==> src/rtl/pecq_pkg.sv <==
// Package with codes, widths and shared types of the pointer event queue.
`timescale 1ns / 1ps
package pecq_pkg;

  localparam int QUEUE_DEPTH_DEF = 32;
  localparam int TIMER_BITS_DEF  = 16;

  localparam int REQ_W   = 2;
  localparam int KIND_W  = 2;
  localparam int POS_W   = 16;
  localparam int COORD_W = 15;
  localparam int MS_W    = 16;
  localparam int ENTRY_W = KIND_W + 2 * POS_W;

  localparam int CFG_IDX_W  = 3;
  localparam int CFG_DATA_W = 16;

  localparam logic [REQ_W-1:0] REQ_PUSH = 2'd0;
  localparam logic [REQ_W-1:0] REQ_READ = 2'd1;
  localparam logic [REQ_W-1:0] REQ_TICK = 2'd2;

  localparam logic [KIND_W-1:0] KIND_PRESS   = 2'd0;
  localparam logic [KIND_W-1:0] KIND_RELEASE = 2'd1;
  localparam logic [KIND_W-1:0] KIND_MOVE    = 2'd2;

  localparam logic [CFG_IDX_W-1:0] CFG_MAX_X = 3'd0;
  localparam logic [CFG_IDX_W-1:0] CFG_MAX_Y = 3'd1;
  localparam logic [CFG_IDX_W-1:0] CFG_STUCK = 3'd2;
  localparam logic [CFG_IDX_W-1:0] CFG_BADGE = 3'd3;

  localparam logic [MS_W-1:0] STUCK_RESET = 16'd600;
  localparam logic [MS_W-1:0] BADGE_RESET = 16'd3000;

  typedef struct packed {
    logic tick;
    logic clear;
  } timer_ctl_t;

endpackage

==> src/rtl/pecq_timers.sv <==
// Saturating millisecond counters for event silence and activity age.
`timescale 1ns / 1ps
module pecq_timers #(
  parameter int TIMER_BITS = pecq_pkg::TIMER_BITS_DEF
) (
  input  logic                   clk_i,
  input  logic                   rst_ni,
  input  pecq_pkg::timer_ctl_t   ctl_i,
  output logic [TIMER_BITS-1:0]  ms_event_o,
  output logic [TIMER_BITS-1:0]  ms_activity_o
);

  logic [TIMER_BITS-1:0] ms_event_q, ms_event_d;
  logic [TIMER_BITS-1:0] ms_activity_q, ms_activity_d;

  always_comb begin
    ms_event_d    = ms_event_q;
    ms_activity_d = ms_activity_q;
    if (ctl_i.clear) begin
      ms_event_d    = '0;
      ms_activity_d = '0;
    end else if (ctl_i.tick) begin
      if (ms_event_q != '1) begin
        ms_event_d = ms_event_q + TIMER_BITS'(1);
      end
      if (ms_activity_q != '1) begin
        ms_activity_d = ms_activity_q + TIMER_BITS'(1);
      end
    end
  end

  always_ff @(posedge clk_i or negedge rst_ni) begin
    if (!rst_ni) begin
      ms_event_q    <= '0;
      ms_activity_q <= '1;
    end else begin
      ms_event_q    <= ms_event_d;
      ms_activity_q <= ms_activity_d;
    end
  end

  assign ms_event_o    = ms_event_q;
  assign ms_activity_o = ms_activity_q;

endmodule

==> src/rtl/pointer_event_queue_coalescer.sv <==
// Top level of the remote pointer event queue with move coalescing.
`timescale 1ns / 1ps
// Usage:
// The input channel (in_valid_i / in_stall_o) carries one request per transaction:
// a push of a press, release or move, a read, or a one millisecond tick.
// A push or a tick is absorbed and gives no result. A read gives
// exactly one result transaction on the output channel (out_valid_o / out_stall_i).
// A read walks the ring one entry per cycle through its single read port. On a
// non-empty ring it pops the oldest entry and, when that is a move, folds into it
// every directly following move (at most QUEUE_DEPTH - 1 of them); a press or
// release that ends the run stays queued. The next request can be accepted in the
// same cycle that the result is offered.
// Stuck check, both clamps and the badge test share one comparator, one per cycle.
// in_stall_o is high while a read is in progress. The result is held in an
// output register; when the receiver stalls, it stays valid and unchanged, and
// pushes and ticks are still accepted. A further read finishes its walk and
// then waits until the held result is taken.
// Configuration writes are taken in every cycle (cfg_ready_o is tied high).
// Reset empties the ring, releases the pointer at (0, 0), zeroes the silence
// counter, saturates the activity counter and loads the register defaults.
module pointer_event_queue_coalescer #(
  parameter int QUEUE_DEPTH = pecq_pkg::QUEUE_DEPTH_DEF,
  parameter int TIMER_BITS  = pecq_pkg::TIMER_BITS_DEF
) (
  input  logic                              clk_i,
  input  logic                              rst_ni,
  input  logic                              in_valid_i,
  output logic                              in_stall_o,
  input  logic [pecq_pkg::REQ_W-1:0]        req_type_i,
  input  logic [pecq_pkg::KIND_W-1:0]       event_kind_i,
  input  logic signed [pecq_pkg::POS_W-1:0] pos_x_i,
  input  logic signed [pecq_pkg::POS_W-1:0] pos_y_i,
  output logic                              out_valid_o,
  input  logic                              out_stall_i,
  output logic [pecq_pkg::COORD_W-1:0]      point_x_o,
  output logic [pecq_pkg::COORD_W-1:0]      point_y_o,
  output logic                              is_pressed_o,
  output logic                              more_pending_o,
  output logic                              badge_on_o,
  input  logic                              cfg_valid_i,
  output logic                              cfg_ready_o,
  input  logic [pecq_pkg::CFG_IDX_W-1:0]    cfg_index_i,
  input  logic [pecq_pkg::CFG_DATA_W-1:0]   cfg_data_i
);

  localparam int PTR_W  = $clog2(QUEUE_DEPTH);
  localparam int CNT_W  = $clog2(QUEUE_DEPTH + 1);
  localparam int CMP_W  = (TIMER_BITS > pecq_pkg::MS_W) ? TIMER_BITS : pecq_pkg::MS_W;
  localparam int KIND_HI = pecq_pkg::ENTRY_W - 1;
  localparam int KIND_LO = 2 * pecq_pkg::POS_W;
  localparam int X_HI    = KIND_LO - 1;
  localparam int X_LO    = pecq_pkg::POS_W;
  localparam int Y_HI    = pecq_pkg::POS_W - 1;

  typedef enum logic [2:0] {
    S_IDLE,
    S_STUCK,
    S_FIRST,
    S_PEEK,
    S_CLAMPX,
    S_CLAMPY,
    S_REPORT
  } state_e;

  // Configuration registers.
  logic [pecq_pkg::COORD_W-1:0] max_x_q, max_y_q;
  logic [pecq_pkg::MS_W-1:0]    stuck_q, badge_q;

  // Sequencer and ring control.
  state_e                         state_q, state_d;
  logic [PTR_W-1:0]               head_q, head_d;
  logic [CNT_W-1:0]               count_q, count_d;
  logic                           pressed_q, pressed_d;
  logic [pecq_pkg::COORD_W-1:0]   cur_x_q, cur_x_d;
  logic [pecq_pkg::COORD_W-1:0]   cur_y_q, cur_y_d;
  logic [pecq_pkg::ENTRY_W-1:0]   ent_q, ent_d;

  // Output register.
  logic                           out_valid_q, out_valid_d;
  logic [pecq_pkg::COORD_W-1:0]   out_x_q, out_x_d;
  logic [pecq_pkg::COORD_W-1:0]   out_y_q, out_y_d;
  logic                           out_pressed_q, out_pressed_d;
  logic                           out_more_q, out_more_d;
  logic                           out_badge_q, out_badge_d;

  // Ring memory.
  logic [pecq_pkg::ENTRY_W-1:0]   mem_q [QUEUE_DEPTH];
  logic [pecq_pkg::ENTRY_W-1:0]   rd_data_q;
  logic                           rd_en;
  logic [PTR_W-1:0]               rd_addr;
  logic                           wr_en;
  logic [PTR_W-1:0]               wr_addr;
  logic [pecq_pkg::ENTRY_W-1:0]   wr_data;

  // Shared comparator.
  logic [CMP_W-1:0]               cmp_a, cmp_b;
  logic                           cmp_gt;

  logic                           in_accept;
  logic                           out_take;
  logic                           full;
  logic [PTR_W-1:0]               head_next;
  logic [PTR_W:0]                 tail_sum;
  logic [PTR_W-1:0]               tail;
  logic [pecq_pkg::KIND_W-1:0]    rd_kind;
  logic [pecq_pkg::KIND_W-1:0]    ent_kind;
  logic signed [pecq_pkg::POS_W-1:0] ent_x, ent_y;
  logic [pecq_pkg::COORD_W-1:0]   clamp_res;
  logic [pecq_pkg::COORD_W-1:0]   clamp_bound;
  logic signed [pecq_pkg::POS_W-1:0] clamp_in;
  pecq_pkg::timer_ctl_t           timer_ctl;
  logic [TIMER_BITS-1:0]          ms_event;
  logic [TIMER_BITS-1:0]          ms_activity;

  pecq_timers #(
    .TIMER_BITS (TIMER_BITS)
  ) u_timers (
    .clk_i         (clk_i),
    .rst_ni        (rst_ni),
    .ctl_i         (timer_ctl),
    .ms_event_o    (ms_event),
    .ms_activity_o (ms_activity)
  );

  assign in_stall_o  = (state_q != S_IDLE);
  assign in_accept   = in_valid_i && !in_stall_o;
  assign out_take    = out_valid_q && !out_stall_i;
  assign cfg_ready_o = 1'b1;

  assign full      = (count_q == CNT_W'(QUEUE_DEPTH));
  assign head_next = (head_q == PTR_W'(QUEUE_DEPTH - 1)) ? '0 : head_q + PTR_W'(1);

  // The count is at most the depth here, so one conditional subtract wraps the sum.
  assign tail_sum = (PTR_W + 1)'(head_q) + (PTR_W + 1)'(count_q);
  assign tail     = (tail_sum >= (PTR_W + 1)'(QUEUE_DEPTH))
                  ? PTR_W'(tail_sum - (PTR_W + 1)'(QUEUE_DEPTH))
                  : PTR_W'(tail_sum);

  assign rd_kind  = rd_data_q[KIND_HI:KIND_LO];
  assign ent_kind = ent_q[KIND_HI:KIND_LO];
  assign ent_x    = ent_q[X_HI:X_LO];
  assign ent_y    = ent_q[Y_HI:0];

  // Operand selection for the shared comparator; the result is a > b.
  always_comb begin
    clamp_in    = (state_q == S_CLAMPY) ? ent_y : ent_x;
    clamp_bound = (state_q == S_CLAMPY) ? max_y_q : max_x_q;
    unique case (state_q)
      S_STUCK: begin
        cmp_a = CMP_W'(ms_event);
        cmp_b = CMP_W'(stuck_q);
      end
      S_CLAMPX, S_CLAMPY: begin
        cmp_a = CMP_W'(clamp_in[pecq_pkg::COORD_W-1:0]);
        cmp_b = CMP_W'(clamp_bound);
      end
      S_REPORT: begin
        cmp_a = CMP_W'(badge_q);
        cmp_b = CMP_W'(ms_activity);
      end
      default: begin
        cmp_a = '0;
        cmp_b = '0;
      end
    endcase
  end

  assign cmp_gt = (cmp_a > cmp_b);

  always_comb begin
    if (clamp_in[pecq_pkg::POS_W-1]) begin
      clamp_res = '0;
    end else if (cmp_gt && (clamp_bound != '0)) begin
      clamp_res = clamp_bound;
    end else begin
      clamp_res = clamp_in[pecq_pkg::COORD_W-1:0];
    end
  end

  always_comb begin
    state_d       = state_q;
    head_d        = head_q;
    count_d       = count_q;
    pressed_d     = pressed_q;
    cur_x_d       = cur_x_q;
    cur_y_d       = cur_y_q;
    ent_d         = ent_q;
    out_valid_d   = out_take ? 1'b0 : out_valid_q;
    out_x_d       = out_x_q;
    out_y_d       = out_y_q;
    out_pressed_d = out_pressed_q;
    out_more_d    = out_more_q;
    out_badge_d   = out_badge_q;
    rd_en         = 1'b0;
    rd_addr       = head_q;
    wr_en         = 1'b0;
    wr_addr       = tail;
    wr_data       = {event_kind_i, pos_x_i, pos_y_i};
    timer_ctl     = '0;

    unique case (state_q)
      S_IDLE: begin
        if (in_accept) begin
          priority if (req_type_i == pecq_pkg::REQ_PUSH) begin
            if (event_kind_i <= pecq_pkg::KIND_MOVE) begin
              wr_en = 1'b1;
              // A full ring drops its oldest entry, whose slot is then the tail.
              if (full) begin
                wr_addr = head_q;
                head_d  = head_next;
              end else begin
                count_d = count_q + CNT_W'(1);
              end
            end
          end else if (req_type_i == pecq_pkg::REQ_READ) begin
            state_d = S_STUCK;
          end else if (req_type_i == pecq_pkg::REQ_TICK) begin
            timer_ctl.tick = 1'b1;
          end else begin
            state_d = S_IDLE;
          end
        end
      end
      S_STUCK: begin
        if (pressed_q && cmp_gt) begin
          pressed_d = 1'b0;
        end
        if (count_q != '0) begin
          rd_en   = 1'b1;
          head_d  = head_next;
          count_d = count_q - CNT_W'(1);
          state_d = S_FIRST;
        end else begin
          state_d = S_REPORT;
        end
      end
      S_FIRST: begin
        ent_d = rd_data_q;
        if ((rd_kind == pecq_pkg::KIND_MOVE) && (count_q != '0)) begin
          rd_en   = 1'b1;
          state_d = S_PEEK;
        end else begin
          state_d = S_CLAMPX;
        end
      end
      S_PEEK: begin
        // The head entry is popped only when it is another move.
        if (rd_kind == pecq_pkg::KIND_MOVE) begin
          ent_d   = rd_data_q;
          head_d  = head_next;
          count_d = count_q - CNT_W'(1);
          if (count_q > CNT_W'(1)) begin
            rd_en   = 1'b1;
            rd_addr = head_next;
          end else begin
            state_d = S_CLAMPX;
          end
        end else begin
          state_d = S_CLAMPX;
        end
      end
      S_CLAMPX: begin
        cur_x_d         = clamp_res;
        timer_ctl.clear = 1'b1;
        if (ent_kind == pecq_pkg::KIND_PRESS) begin
          pressed_d = 1'b1;
        end else if (ent_kind == pecq_pkg::KIND_RELEASE) begin
          pressed_d = 1'b0;
        end
        state_d = S_CLAMPY;
      end
      S_CLAMPY: begin
        cur_y_d = clamp_res;
        state_d = S_REPORT;
      end
      S_REPORT: begin
        if (!out_valid_q || !out_stall_i) begin
          out_valid_d   = 1'b1;
          out_x_d       = cur_x_q;
          out_y_d       = cur_y_q;
          out_pressed_d = pressed_q;
          out_more_d    = (count_q != '0);
          out_badge_d   = cmp_gt;
          state_d       = S_IDLE;
        end
      end
      default: begin
        state_d = S_IDLE;
      end
    endcase
  end

  always_ff @(posedge clk_i or negedge rst_ni) begin
    if (!rst_ni) begin
      state_q       <= S_IDLE;
      head_q        <= '0;
      count_q       <= '0;
      pressed_q     <= 1'b0;
      cur_x_q       <= '0;
      cur_y_q       <= '0;
      out_valid_q   <= 1'b0;
      max_x_q       <= '0;
      max_y_q       <= '0;
      stuck_q       <= pecq_pkg::STUCK_RESET;
      badge_q       <= pecq_pkg::BADGE_RESET;
    end else begin
      state_q       <= state_d;
      head_q        <= head_d;
      count_q       <= count_d;
      pressed_q     <= pressed_d;
      cur_x_q       <= cur_x_d;
      cur_y_q       <= cur_y_d;
      out_valid_q   <= out_valid_d;
      if (cfg_valid_i && cfg_ready_o) begin
        unique case (cfg_index_i)
          pecq_pkg::CFG_MAX_X: max_x_q <= cfg_data_i[pecq_pkg::COORD_W-1:0];
          pecq_pkg::CFG_MAX_Y: max_y_q <= cfg_data_i[pecq_pkg::COORD_W-1:0];
          pecq_pkg::CFG_STUCK: stuck_q <= cfg_data_i;
          pecq_pkg::CFG_BADGE: badge_q <= cfg_data_i;
          default: begin
          end
        endcase
      end
    end
  end

  // Payload registers carry no reset.
  always_ff @(posedge clk_i) begin
    ent_q         <= ent_d;
    out_x_q       <= out_x_d;
    out_y_q       <= out_y_d;
    out_pressed_q <= out_pressed_d;
    out_more_q    <= out_more_d;
    out_badge_q   <= out_badge_d;
  end

  always_ff @(posedge clk_i) begin
    if (wr_en) begin
      mem_q[wr_addr] <= wr_data;
    end
  end

  always_ff @(posedge clk_i) begin
    if (rd_en) begin
      rd_data_q <= mem_q[rd_addr];
    end
  end

  assign out_valid_o    = out_valid_q;
  assign point_x_o      = out_x_q;
  assign point_y_o      = out_y_q;
  assign is_pressed_o   = out_pressed_q;
  assign more_pending_o = out_more_q;
  assign badge_on_o     = out_badge_q;

endmodule

==> config.mk <==
export PLATFORM = sky130hd
export DESIGN_NAME = pointer_event_queue_coalescer
export DESIGN_NICKNAME = d
export VERILOG_FILES = /design/src/rtl/pecq_pkg.sv /design/src/rtl/pecq_timers.sv /design/src/rtl/pointer_event_queue_coalescer.sv
export SDC_FILE = /design/constraint.sdc
export NUM_CORES = 1
export LEC_CHECK = 0
export ABC_AREA = 1
export BUFFER_PORTS_ARGS = -buffer_cell sky130_fd_sc_hd__buf_2
export CAP_MARGIN = 20
export CORE_MARGIN = 10
export CORE_UTILIZATION = 30
export CTS_BUF_LIST = sky130_fd_sc_hd__clkbuf_2
export DETAILED_ROUTE_END_ITERATION = 6
export MAX_ROUTING_LAYER = met4
export PLACE_DENSITY = 0.53
export SLEW_MARGIN = 20
export SYNTH_ARGS = -nofsm -noshare
export SYNTH_HDL_FRONTEND = slang
export SYNTH_HIERARCHICAL = 1
export SYNTH_SLANG_ARGS = --single-unit
==> constraint.sdc <==
create_clock -name clk_i -period 10.3 [get_ports clk_i]
set_input_delay 1.03 -clock clk_i [delete_from_list [all_inputs] [get_ports clk_i]]
set_output_delay 1.03 -clock clk_i [all_outputs]
set_load 0.005 [all_outputs]
==> summary.md <==
| Metric | Value |
|---|---|
| Finished layout cell area | `between 60,000 and 70,000 um2` |
| Post-Route Setup TNS | `0 ns` |
| Level count of the clock H-tree | `5` |
| Total of endpoints with negative setup slack in the final report | `0` |
| Width of the chip | `approximately 460 um` |
| # clock sinks | `1,329` |
| Clock insertion delay at the later pin of the skew report | `1.84 ns` |
| Setup repair after global routing missed its margin | `no` |
| Clock tree from TritonCTS | `yes` |
| Pre-Repair DR Iteration Count | `6` |
| Post-synth top area cell | `sky130_fd_sc_hd__edfxtp_1` |
| Post-synthesis async set-or-reset flop share | `0.1053` |
| Hold crit path type | `input pin to flop` |
| Net Count, Synth | `a little under 6,000` |
| Total grt overflow | `0` |
| Final hold violation count | `0` |
| Starting DRC count in detailed routing | `4,255` |
| Number of max-slew violations in the final report | `0` |
| Largest net degree at the start of global routing | `161` |
| R2r endpoint | `rd_data_q[3]$_DFFE_PP_` |
| Worst setup EP type | `flop` |
| Transition time of the tightest slew-check pin | `1.187 ns` |
| Most used standard cells in the synthesized netlist | `sky130_fd_sc_hd__nand2_1 (1,398), sky130_fd_sc_hd__edfxtp_1 (1,189), sky130_fd_sc_hd__nand3_1 (1,124)` |
| Area growth from synthesis to layout | `11.83%` |
| Slew Limit Headroom | `0.2087` |
| Post-route minimum period | `5.129 ns` |
| Detailed-placement wirelength estimate | `97,510 um` |
| Instance count of the mapped netlist | `roughly 5,800` |
| Critical path class | `flop to flop` |
| Static power due to leakage | `28.24 nW` |
| Critical path fanouts, max | `~140` |
| Post-CTS Setup Inserts | `0` |
| Count of maximum capacitance violations | `0` |
| Arrival time of data at the critical path endpoint | `6.58 ns` |
| Sink of the worst hold path | `badge_q[8]$_DFFE_PN1P_` |
| Worst hold path depth | `3` |
| Total number of vias | `roughly 42,000` |
| Beginning of the worst register-to-register path | `count_q[1]$_DFFE_PN0P_` |
| Most common cell in the synthesized netlist | `sky130_fd_sc_hd__nand2_1` |
| Total core area | `197,000 um2` |
| Routed WL per cell | `20.27 um` |
| Total power divided by cell area | `237.2 nW/um2` |
| # port buffers | `94` |
| Clock root buffer | `sky130_fd_sc_hd__clkbuf_2` |
| Post-synthesis register bit count | `1,329` |
| Setup slack, reg-to-reg | `5.17 ns` |
| Placer congestion estimate | `~0.86` |
| Number of clock buffers inserted by TritonCTS | `365` |
| Critical path launch point type | `flop` |
| Warning count from the yosys run | `6` |
| Final period util | `0.4980` |
| Depth of the worst register-to-register path | `17` |
| Detailed Route WL | `182,000 um` |
| Fin Clk Skew | `roughly 0.23 ns` |
| Global-route usage over all layers | `0.1681` |
| Primary flip-flop cell chosen by synthesis mapping | `sky130_fd_sc_hd__edfxtp_1` |
| Full die area | `215,800 um2` |
| Mapped Avg Cell Area | `10.21 um2` |
| Standard-cell row count | `163` |
| Final ANT Viol Nets | `0` |
| Final standard cell utilization of the core | `0.3365` |
| Effective utilization at floorplan | `0.3009` |
| Worst ir drop on vdd | `221.5 uV` |
| Count of flip-flops with a built-in enable after synthesis | `1,189` |
| Net count, final | `6,185` |
| Initial antenna violation count | `19` |
| Dominant cells by area after synthesis | `sky130_fd_sc_hd__edfxtp_1 (60%), sky130_fd_sc_hd__nand3_1 (9.5%), sky130_fd_sc_hd__nand2_1 (8.9%), sky130_fd_sc_hd__inv_1 (6.8%), sky130_fd_sc_hd__dfrtp_1 (4.8%)` |
| Vias in the first global route | `40,844` |
| Global-route wire length before repair | `269,200 um` |
| Maximum root-to-sink buffer count | `4` |
| Part of the Yosys area used for sequential elements | `0.6619` |
| Post-route DRC | `0` |
| I/O pin total | `96` |
| Fraction of layout instances using a drive strength above 1 | `0.1328` |
| Peak Freq | `0.1950 GHz` |
| Status | `finished, final reports clean` |
| Cell area after synthesis | `59,290 um2` |
| Post-DR vias/cell | `4.702` |
| Post-detailed-placement cell area | `62,600 um2` |
| Data required time at the worst endpoint | `11.75 ns` |
| Die extent in y | `464.5 um` |
| Hold Crit Start | `cfg_index_i[1]` |
| Area share of the largest cell type after synthesis | `0.6022` |
| Clock transition time at the flip-flop clock pins of the worst setup and hold paths | `around 0.10 ns` |
| Yosys cell types | `between 40 and 50` |
## worst max path at each step
stage | from | to | slack, ns | depth (start not counted)
2_1_floorplan | req_type_i[1] | mem_q[0][0]$_DFFE_PP_ | 6.31 | 8
3_3_place_gp | count_q[1]$_DFFE_PN0P_ | rd_data_q[22]$_DFFE_PP_ | 5.27 | 17
3_5_place_dp | count_q[1]$_DFFE_PN0P_ | rd_data_q[3]$_DFFE_PP_ | 5.21 | 17
4_1_cts | count_q[1]$_DFFE_PN0P_ | rd_data_q[3]$_DFFE_PP_ | 5.18 | 17
5_1_grt | count_q[1]$_DFFE_PN0P_ | rd_data_q[3]$_DFFE_PP_ | 5.01 | 17
6_report | count_q[1]$_DFFE_PN0P_ | rd_data_q[3]$_DFFE_PP_ | 5.17 | 17
## stage by stage
step                instances  setup WS, ns  power (mW)  hold WS, ns
floorplan                5804         6.307       10.25       0.4003
global placement         8308         5.270       12.15       0.4062
detailed placement       8308         5.206       12.16       0.4066
CTS                      8965         5.185       15.82      0.03419
global route             8981         5.007       16.71     -0.06702
finish                   8981         5.171       15.73      0.06774
## kinds of logic after synthesis
family,share of synthesized area
AOI/OAI and AO/OA,0.01836
xor gates and xnor gates,0.002068
adders and majority gates,0.006036
buffers and inverters,0.09263
DFF,0.6619
muxes,0.0003588
other,0.00006325
and+or+nand+nor,0.2186
## routing by layer
layer | up-vias | wire length, um | GRT usage | share of wire
met1 | 20423 | 80290 | 0.2223 | 0.44
li1 | 19864 | - | - | -
met3 | 361 | 13580 | 0.03494 | 0.075
met2 | 1580 | 84070 | 0.2617 | 0.46
met4 | 0 | 4071 | 0.04620 | 0.022
met5 | - | 0 | - | 0
## sequential cells by signal, indices dropped and copies added, names as in the netlist, 15 cells and up
signal                  flops
u_timers/ms_event_o        16
stuck_q                    16
cur_x_q                    15
max_y_q                    15
point_x_o                  15
u_timers/ms_activity_o     16
rd_data_q                  34
ent_q                      34
max_x_q                    15
point_y_o                  15
badge_q                    16
mem_q                    1088
cur_y_q                    15
## cells in the final DEF (no fill, tap or decap), types with 16 or more instances in the layout
cell / netlist / layout
sky130_fd_sc_hd__nand2_1: 1398 / 1397
sky130_fd_sc_hd__ha_1: 27 / 27
sky130_fd_sc_hd__dfstp_2: 27 / 27
sky130_fd_sc_hd__clkbuf_2: 0 / 539
sky130_fd_sc_hd__buf_2: 174 / 93
sky130_fd_sc_hd__dlygate4sd3_1: 0 / 61
sky130_fd_sc_hd__o21ai_0: 118 / 117
sky130_fd_sc_hd__a21oi_1: 16 / 16
sky130_fd_sc_hd__edfxtp_1: 1189 / 1189
sky130_fd_sc_hd__dfrtp_1: 113 / 113
sky130_fd_sc_hd__a22oi_1: 16 / 16
sky130_fd_sc_hd__inv_1: 1069 / 1069
sky130_fd_sc_hd__clkinv_1: 3 / 48
sky130_fd_sc_hd__nand4_1: 44 / 44
sky130_fd_sc_hd__buf_4: 11 / 59
sky130_fd_sc_hd__nor2_1: 109 / 76
sky130_fd_sc_hd__nor2_4: 6 / 38
sky130_fd_sc_hd__nand3_1: 1124 / 1120
sky130_fd_sc_hd__nand3b_1: 138 / 138
## where the power goes
group / internal, mW / switching [mW]
combinational: 1.46 / 4.00
sequential: 6.34 / 0.292
clock: 1.44 / 2.19
total: 9.24 / 6.49
## worst max-delay path, cell delays in order, from the launching register on
cell and delay [ns]:
sky130_fd_sc_hd__dfrtp_1 0.50, sky130_fd_sc_hd__inv_1 0.10, sky130_fd_sc_hd__ha_1 0.20, sky130_fd_sc_hd__inv_1 0.07, sky130_fd_sc_hd__nand2_1 0.05, sky130_fd_sc_hd__nand3_1 0.21, sky130_fd_sc_hd__nand2_2 0.35, sky130_fd_sc_hd__nand2_1 0.22
sky130_fd_sc_hd__o21ai_4 0.09, sky130_fd_sc_hd__buf_12 0.37, sky130_fd_sc_hd__inv_6 0.58, sky130_fd_sc_hd__buf_4 0.63, sky130_fd_sc_hd__buf_4 0.77, sky130_fd_sc_hd__nand3_1 0.18, sky130_fd_sc_hd__nand3_1 0.12, sky130_fd_sc_hd__nand2_1 0.13
sky130_fd_sc_hd__nand2_1 0.09, sky130_fd_sc_hd__nand2_1 0.05
## layout make-up
cell class                      count  area (um2)
Multi-Input combinational cell   3094       14940
Tap cell                         2640        3303
Inverter                         1084        4075
Antenna cell                       15       37.54
Clock inverter                     57       302.8
Fill cell                       20182      130700
Sequential cell                  1329       39240
Timing Repair Buffer              223        1700
Clock buffer                      539        2698
## timing repair
action	in CTS	in global routing
endpoints found under the hold margin	1250	6
resized for setup	0	0
hold buffers	61	1
No activity file was read; power rests on OpenSTA's default activity.
